--- src/hdl/hprb_pkg.sv ---
// Package for the heap packet reorder buffer.
// Holds depth constants, field widths, action and kind codes and the sequencer state type.
package hprb_pkg;
    localparam int DEPTH = 64;
    localparam int AW = $clog2(DEPTH);
    localparam int CW = $clog2(DEPTH + 1);
    localparam int RUN_LIMIT = 64;
    localparam int RW = $clog2(RUN_LIMIT + 1);
    localparam int EW = 32;

    localparam logic ACT_PACKET = 1'b0;
    localparam logic ACT_END = 1'b1;
    localparam logic KIND_RELEASE = 1'b0;
    localparam logic KIND_DROP = 1'b1;

    typedef enum logic [3:0] {
        ST_IDLE,
        ST_INS_RD,
        ST_INS_WAIT,
        ST_INS_CMP,
        ST_CHK_RD,
        ST_CHK_WAIT,
        ST_CHK_TEST,
        ST_POP_RD,
        ST_POP_WAIT,
        ST_DN_RDL,
        ST_DN_RDR,
        ST_DN_CMP,
        ST_OUT,
        ST_POP_DONE
    } state_t;
endpackage

--- src/hdl/hprb_ram.sv ---
// Generic single-port-write, one-read-port RAM with registered read.
// No dependencies.
module hprb_ram #(
    parameter int WIDTH = 32,
    parameter int DEPTH = 64
) (
    input  logic                     clk,
    input  logic                     we,
    input  logic [$clog2(DEPTH)-1:0] waddr,
    input  logic [WIDTH-1:0]         wdata,
    input  logic [$clog2(DEPTH)-1:0] raddr,
    output logic [WIDTH-1:0]         rdata
);
    logic [WIDTH-1:0] mem [DEPTH];

    always_ff @(posedge clk)
    begin
        if (we)
        begin
            mem[waddr] <= wdata;
        end
        rdata <= mem[raddr];
    end
endmodule

--- src/hdl/heap_packet_reorder_buffer.sv ---
// Heap packet reorder buffer: min-heap on sequence numbers in one RAM.
// Insert sifts up, release pops and sifts down, one read per cycle.
// Insert walks up one level at a time; each pop reads the root, refills it from the last
//   entry, sifts down level by level and then hands the result to the output handshake.
// One item at a time; in_stall is high while the sequencer is busy or a result waits.
// Reset (async, active low): heap empty, batch, expected-sequence and group counters zero, batch_size 1.
module heap_packet_reorder_buffer
(
    input  logic        clk,
    input  logic        rst_n,
    input  logic        in_valid,
    output logic        in_stall,
    input  logic        action,
    input  logic [15:0] seq_number,
    input  logic [15:0] payload_tag,
    output logic        out_valid,
    input  logic        out_stall,
    output logic        out_kind,
    output logic [15:0] out_seq,
    output logic [15:0] out_tag,
    output logic [15:0] out_group,
    output logic        last_of_run,
    input  logic        cfg_valid,
    output logic        cfg_ready,
    input  logic [6:0]  cfg_data
);
    import hprb_pkg::*;

    state_t state_reg, state_next;
    logic [CW-1:0] count_reg, count_next;
    logic [6:0] batch_reg, batch_next;
    logic [6:0] bsize_reg;
    logic [15:0] nexp_reg, nexp_next;
    logic [15:0] group_reg, group_next;
    logic [RW-1:0] run_reg, run_next;
    logic [AW-1:0] idx_reg, idx_next;
    logic [AW-1:0] mi_reg, mi_next;
    logic [EW-1:0] cur_reg, cur_next;
    logic [EW-1:0] best_reg, best_next;
    logic ov_reg, ov_next;
    logic ok_reg, ok_next;
    logic [EW-1:0] oe_reg, oe_next;
    logic olast_reg, olast_next;
    logic pend_reg, pend_next;
    logic hold_reg, hold_next;

    logic we;
    logic [AW-1:0] waddr, raddr;
    logic [EW-1:0] wdata, rdata;
    logic [AW:0] lch, rch;
    logic [AW-1:0] par;
    logic hit;

    hprb_ram #(.WIDTH(EW), .DEPTH(DEPTH)) u_ram
    (
        .clk(clk), .we(we), .waddr(waddr), .wdata(wdata),
        .raddr(raddr), .rdata(rdata)
    );

    assign in_stall = (state_reg != ST_IDLE) || ov_reg;
    assign cfg_ready = 1'b1;
    assign out_valid = ov_reg;
    assign out_kind = ok_reg;
    assign out_seq = oe_reg[31:16];
    assign out_tag = oe_reg[15:0];
    assign out_group = group_reg;
    assign last_of_run = olast_reg;

    assign lch = {idx_reg, 1'b1};
    assign rch = {idx_reg, 1'b0} + {{AW{1'b0}}, 1'b1} + {{AW{1'b0}}, 1'b1};
    assign par = AW'(({1'b0, idx_reg} - {{AW{1'b0}}, 1'b1}) >> 1);
    assign hit = (count_reg != '0) && (run_reg != RW'(RUN_LIMIT)) &&
                 (rdata[31:16] == nexp_reg);

    always_ff @(posedge clk or negedge rst_n)
    begin
        if (!rst_n)
        begin
            state_reg <= ST_IDLE;
            count_reg <= '0;
            batch_reg <= '0;
            bsize_reg <= 7'd1;
            nexp_reg <= '0;
            group_reg <= '0;
            ov_reg <= 1'b0;
            pend_reg <= 1'b0;
            hold_reg <= 1'b0;
        end
        else
        begin
            state_reg <= state_next;
            count_reg <= count_next;
            batch_reg <= batch_next;
            nexp_reg <= nexp_next;
            group_reg <= group_next;
            ov_reg <= ov_next;
            pend_reg <= pend_next;
            hold_reg <= hold_next;
            if (cfg_valid && cfg_ready)
            begin
                bsize_reg <= cfg_data;
            end
        end
    end

    always_ff @(posedge clk)
    begin
        run_reg <= run_next;
        idx_reg <= idx_next;
        mi_reg <= mi_next;
        cur_reg <= cur_next;
        best_reg <= best_next;
        ok_reg <= ok_next;
        oe_reg <= oe_next;
        olast_reg <= olast_next;
    end

    always_comb
    begin
        state_next = state_reg;
        count_next = count_reg;
        batch_next = batch_reg;
        nexp_next = nexp_reg;
        group_next = group_reg;
        run_next = run_reg;
        idx_next = idx_reg;
        mi_next = mi_reg;
        cur_next = cur_reg;
        best_next = best_reg;
        ov_next = ov_reg;
        ok_next = ok_reg;
        oe_next = oe_reg;
        olast_next = olast_reg;
        pend_next = pend_reg;
        hold_next = hold_reg;
        we = 1'b0;
        waddr = idx_reg;
        wdata = cur_reg;
        raddr = idx_reg;
        if (ov_reg && !out_stall)
        begin
            ov_next = 1'b0;
            if (pend_reg)
            begin
                pend_next = 1'b0;
                group_next = group_reg + 16'd1;
            end
        end
        case (state_reg)
            ST_IDLE:
            begin
                if (in_valid && !in_stall)
                begin
                    run_next = '0;
                    if (action == ACT_END)
                    begin
                        batch_next = '0;
                        state_next = ST_CHK_RD;
                    end
                    else if (count_reg >= CW'(DEPTH))
                    begin
                        ov_next = 1'b1;
                        ok_next = KIND_DROP;
                        oe_next = {seq_number, payload_tag};
                        olast_next = 1'b1;
                    end
                    else
                    begin
                        cur_next = {seq_number, payload_tag};
                        idx_next = AW'(count_reg);
                        count_next = count_reg + CW'(1);
                        batch_next = batch_reg + 7'd1;
                        state_next = ST_INS_RD;
                    end
                end
            end
            ST_INS_RD:
            begin
                we = 1'b1;
                if (idx_reg == '0)
                begin
                    state_next = ST_CHK_RD;
                end
                else
                begin
                    raddr = par;
                    state_next = ST_INS_WAIT;
                end
            end
            ST_INS_WAIT:
            begin
                raddr = par;
                state_next = ST_INS_CMP;
            end
            ST_INS_CMP:
            begin
                if (rdata[31:16] > cur_reg[31:16])
                begin
                    we = 1'b1;
                    wdata = rdata;
                    idx_next = par;
                    state_next = ST_INS_RD;
                end
                else
                begin
                    state_next = ST_CHK_RD;
                end
            end
            ST_CHK_RD:
            begin
                if (batch_reg != '0 && batch_reg < bsize_reg)
                begin
                    state_next = ST_IDLE;
                end
                else
                begin
                    batch_next = '0;
                    raddr = '0;
                    state_next = ST_CHK_WAIT;
                end
            end
            ST_CHK_WAIT:
            begin
                raddr = '0;
                state_next = ST_CHK_TEST;
            end
            ST_CHK_TEST:
            begin
                if (!ov_reg)
                begin
                    if (hold_reg)
                    begin
                        hold_next = 1'b0;
                        ov_next = 1'b1;
                        ok_next = KIND_RELEASE;
                        olast_next = !hit;
                        pend_next = !hit;
                        raddr = '0;
                        if (hit)
                        begin
                            state_next = ST_CHK_WAIT;
                        end
                        else
                        begin
                            state_next = ST_IDLE;
                        end
                    end
                    else if (hit)
                    begin
                        oe_next = rdata;
                        count_next = count_reg - CW'(1);
                        state_next = ST_POP_RD;
                    end
                    else
                    begin
                        state_next = ST_IDLE;
                    end
                end
                else
                begin
                    raddr = '0;
                    state_next = ST_CHK_WAIT;
                end
            end
            ST_POP_RD:
            begin
                raddr = AW'(count_reg);
                state_next = ST_POP_WAIT;
            end
            ST_POP_WAIT:
            begin
                cur_next = rdata;
                idx_next = '0;
                state_next = ST_DN_RDL;
            end
            ST_DN_RDL:
            begin
                mi_next = idx_reg;
                best_next = cur_reg;
                if (lch < (AW+1)'(count_reg))
                begin
                    raddr = AW'(lch);
                    state_next = ST_DN_RDR;
                end
                else
                begin
                    we = 1'b1;
                    state_next = ST_OUT;
                end
            end
            ST_DN_RDR:
            begin
                raddr = AW'(rch);
                state_next = ST_DN_CMP;
                if (rdata[31:16] < best_reg[31:16])
                begin
                    best_next = rdata;
                    mi_next = AW'(lch);
                end
            end
            ST_DN_CMP:
            begin
                if (rch < (AW+1)'(count_reg) && rdata[31:16] < best_reg[31:16])
                begin
                    best_next = rdata;
                    mi_next = AW'(rch);
                end
                state_next = ST_POP_DONE;
            end
            ST_POP_DONE:
            begin
                if (mi_reg == idx_reg)
                begin
                    we = 1'b1;
                    state_next = ST_OUT;
                end
                else
                begin
                    we = 1'b1;
                    wdata = best_reg;
                    idx_next = mi_reg;
                    state_next = ST_DN_RDL;
                end
            end
            ST_OUT:
            begin
                hold_next = 1'b1;
                nexp_next = nexp_reg + 16'd1;
                run_next = run_reg + RW'(1);
                raddr = '0;
                state_next = ST_CHK_WAIT;
            end
            default:
            begin
                state_next = ST_IDLE;
            end
        endcase
    end

    // ST_CHK_TEST drives last flag on a held output; finalize it there
    // by holding the last release until the check decides.

    assert property (@(posedge clk) disable iff (!rst_n)
        count_reg <= CW'(DEPTH))
    else $error("heap count over depth");
    assert property (@(posedge clk) disable iff (!rst_n)
        (in_valid && !in_stall) |=> !(state_reg == ST_IDLE && $past(action) == ACT_END
            && $past(state_reg) == ST_IDLE && !$past(ov_reg)) || ov_reg)
    else $error("end transaction not started");
    assert property (@(posedge clk) disable iff (!rst_n)
        (ov_reg && out_stall) |=> ov_reg && $stable(oe_reg))
    else $error("result lost under stall");
endmodule

--- config.mk ---
export PLATFORM = sky130hd
export DESIGN_NAME = heap_packet_reorder_buffer
export DESIGN_NICKNAME = d
export VERILOG_FILES = /design/src/hdl/hprb_pkg.sv /design/src/hdl/hprb_ram.sv /design/src/hdl/heap_packet_reorder_buffer.sv
export SDC_FILE = /design/constraint.sdc
export NUM_CORES = 2
export LEC_CHECK = 0
export BUFFER_PORTS_ARGS = -buffer_cell sky130_fd_sc_hd__buf_2
export CAP_MARGIN = 40
export CORE_MARGIN = 5
export CORE_UTILIZATION = 40
export CTS_CLUSTER_DIAMETER = 60
export DETAILED_ROUTE_END_ITERATION = 16
export SYNTH_ARGS = -nofsm -noshare
export SYNTH_HDL_FRONTEND = slang
export SYNTH_SLANG_ARGS = --single-unit
--- constraint.sdc ---
create_clock -name clk -period 14.4 [get_ports clk]
set_input_delay 0.72 -clock clk [delete_from_list [all_inputs] [get_ports clk]]
set_output_delay 0.72 -clock clk [all_outputs]
set_load 0.05 [all_outputs]
==> results.ini <==
[yosys]
syn_area_um2 = 92300
synth_edf_count = 2165
synth_simple_gate_area_share_pct = 12.1
avgSynthCellArea_um2 = 13.9
ys_warn_count = 0
synthXorXnorAreaFrac_pct = 0.721
ys_ff_latch = 2257
synth_area_leaders = edfxtp_1 (70%), nand2_1 (6.6%), nand3_1 (2.7%)
synth_compound_area_share_pct = 6.46
muxShareOfSynthArea_pct = 4.62
ys_async_sr_fraction_pct = 2.66
syn_inst = 6624
synth.net_count = 6732
ys_seq_area_share_pct = 72.7
yosys.area_share.adder_pct = 0.862
synth.top_cell.area_share_pct = 70.4
synth_top_family_by_area = simple AND/OR/NAND/NOR gates
yosysUniqueCellTypes = 97
synth.largest_area_cell = edfxtp_1
ys.flop_type = edfxtp_1

[timing]
hold_violations = 0
final_max_slew_viol_count = 0
rsz0062_at_grt = false
relSlewSlack_pct = 33.6
fin_crit_sh_pct = 44.1
tightestPinTransition_ns = 0.997
fin_crit_ns = 6.35
fmax_mhz = 157
clock_skew_ns = 0.0413
fin_hold_ws_ns = 0.0343
tns_ns = 0
setup_viol_count_final = 0
setup_ws_ns = 8.05

[clock_tree]
numCtsBuffers = 224
post_cts_buffers = 0
cts.htree.levels = 4
hold_buffers = 1
cts.sinks = 2257
cts_root_buf = clkbuf_16
insertion_delay_ns = 0.88
ctsResizeCount = 0
cts_tree = yes
clkTransAtPathRegs_ns = 0.06
clockBufferDepth = 3

[place]
port_buffers = 96
hpwl_mm = 154
place.gp.congestion = 0.843
dp_worst_setup_slack_ns = 8.14

[drt]
drt_iter0_drc = 7406
totalWireLength_mm = 284
dr.pass1.iters = 6
wl_met3_mm = 29.2
wl_met2_mm = 130
highest_layer = met4
via_per_inst = 5.90
ant_nets = 0
wl_met1_mm = 116
drt-wirelength-per-cell_um = 28.5
num_vias = 58900
drt_drc_violations_left = 0

[global_routing]
grt_max_degree = 162
antenna_found_initial = 9
grt_pass1_wl_mm = 404
grt_usage_pct = 22.8
grt.overflow.total = 0
grt_pass1_vias = 55400

[floorplan]
rows = 176
io_pins = 98
core_region_area_um2 = 230000
start_util_pct = 40.2
die_w_um = 490
fp.dieH_um = 490
die-area_um2 = 241000

[final_layout]
finalNetCount = 6870
fin_util_pct = 45.4
drive_above_1_share_pct = 13.5
largest-register = u_ram.mem
nFillCells = 20100
syn_to_final_growth_pct = 13.1
largest_reg_flops = 2048

[setup_path]
start_kind = flop
reg2reg_to = u_ram.rdata[0]
critPathMaxFanout = 126
arrival_ns = 7.11
startpoint = idx_reg[0]
rr_startpoint = idx_reg[0]
crit_required_ns = 15.16
crit_end = u_ram.rdata[0]
cp-end-kind = flop
r2r_cells = 16
path_class = reg -> reg
r2r_slack_ns = 8.05

[outcome]
status = complete, no violations

[min_path]
min_path_type = in -> async

[flow_run]
max_cap_viol_count = 0

[logic make-up (layout without fill, tap and decap cells)]
| group | after synthesis | after routing |
|---|---|---|
| compound gates | 852 | 852 |
| buf+inv | 482 | 808 |
| fa+ha+maj | 63 | 63 |
| xor+xnor | 76 | 76 |
| mux | 324 | 324 |
| flops | 2257 | 2257 |
| other cells | 1 | 9 |
| simple gates | 2569 | 2569 |
[Yosys cell counts (7+ instances only)]
cell type	count
a2111oi_0	20
a211oi_1	12
a21o_1	37
a21oi_1	211
a221oi_1	7
a22o_1	19
a22oi_1	20
a311oi_1	126
a31o_2	8
a31oi_1	41
a32o_1	7
a32oi_1	14
and3_1	133
buf_1	28
buf_2	190
buf_4	52
buf_6	11
clkbuf_1	142
dfrtp_1	59
dfxtp_1	32
edfxtp_1	2165
ha_1	62
inv_1	58
mux2_2	66
mux2i_1	183
mux4_2	75
nand2_1	1624
nand2b_1	11
nand3_1	499
nand4_1	32
nor2_1	81
nor2b_1	14
nor3_1	94
nor4_1	41
o21a_1	10
o21ai_0	114
o221a_2	7
o221ai_1	48
o22ai_1	44
o311a_1	9
o311ai_0	7
o31ai_1	22
o32ai_1	7
xnor2_1	47
xor2_1	29
[per-layer routing]
| metal | global-route usage, % | vias up |
|---|---|---|
| li1 | - | 25200 |
| met1 | 32.1 | 30000 |
| met2 | 35.8 | 3155 |
| met3 | 4.71 | 497 |
| met4 | 7.18 | 0 |
| met5 | 0 | - |
[stage by stage]
step                std cells  area (µm²)
finish                   9984      104000
global route             9977      104000
CTS                      9974      104000
detailed placement       9559       97300
floorplan                6624       92300
global placement         9526       96900
[cell type report]
cell class	instances	area (µm²)	share of cell area (%)
inverter	59	221	0.212
antenna	8	20.0	0.0192
clock inverter	107	901	0.863
clock buffer	307	6230	5.97
timing repair buffer	335	2510	2.40
tap	3026	3790	3.63
sequential	2257	67200	64.3
multi-input combinational	3885	23600	22.6
[worst max-delay path, cell delays in order (launching register included)]
cell,delay [ns]
edfxtp_1,0.72
inv_1,0.29
ha_1,0.32
nor3b_2,0.20
nand2_1,0.19
nor3_1,0.06
nand4bb_1,0.31
o21ai_4,0.30
buf_4,0.64
buf_12,0.45
buf_4,0.49
buf_16,0.29
mux4_2,0.54
a2111oi_0,0.56
buf_1,0.22
o32ai_1,0.11
o221a_2,0.17
[how the worst min path moves through the flow]
stage	endpoint	slack (ns)	cells past startpoint
global route	bsize_reg[6]	0.06	3
floorplan	batch_reg[0]	0.42	0
finish	nexp_reg[5]	0.03	2
detailed placement	out_group[15]	0.46	1
CTS	bsize_reg[6]	0.02	3
global placement	out_group[15]	0.45	1
[cells in the final DEF, fill, tap and decap left out, types with 55 or more instances in the layout]
| cell type | count |
|---|---|
| a21oi_1 | 211 |
| a311oi_1 | 125 |
| and3_1 | 133 |
| buf_2 | 108 |
| buf_4 | 201 |
| clkbuf_1 | 55 |
| clkbuf_16 | 227 |
| dfrtp_1 | 59 |
| edfxtp_1 | 2165 |
| ha_1 | 62 |
| inv_1 | 58 |
| mux2_2 | 66 |
| mux2i_1 | 183 |
| mux4_2 | 75 |
| nand2_1 | 1621 |
| nand3_1 | 498 |
| nor2_1 | 75 |
| nor3_1 | 62 |
| o21ai_0 | 108 |
Power is not shown: default switching activity piles up to over one toggle a cycle in this logic, so the estimate is an artifact.
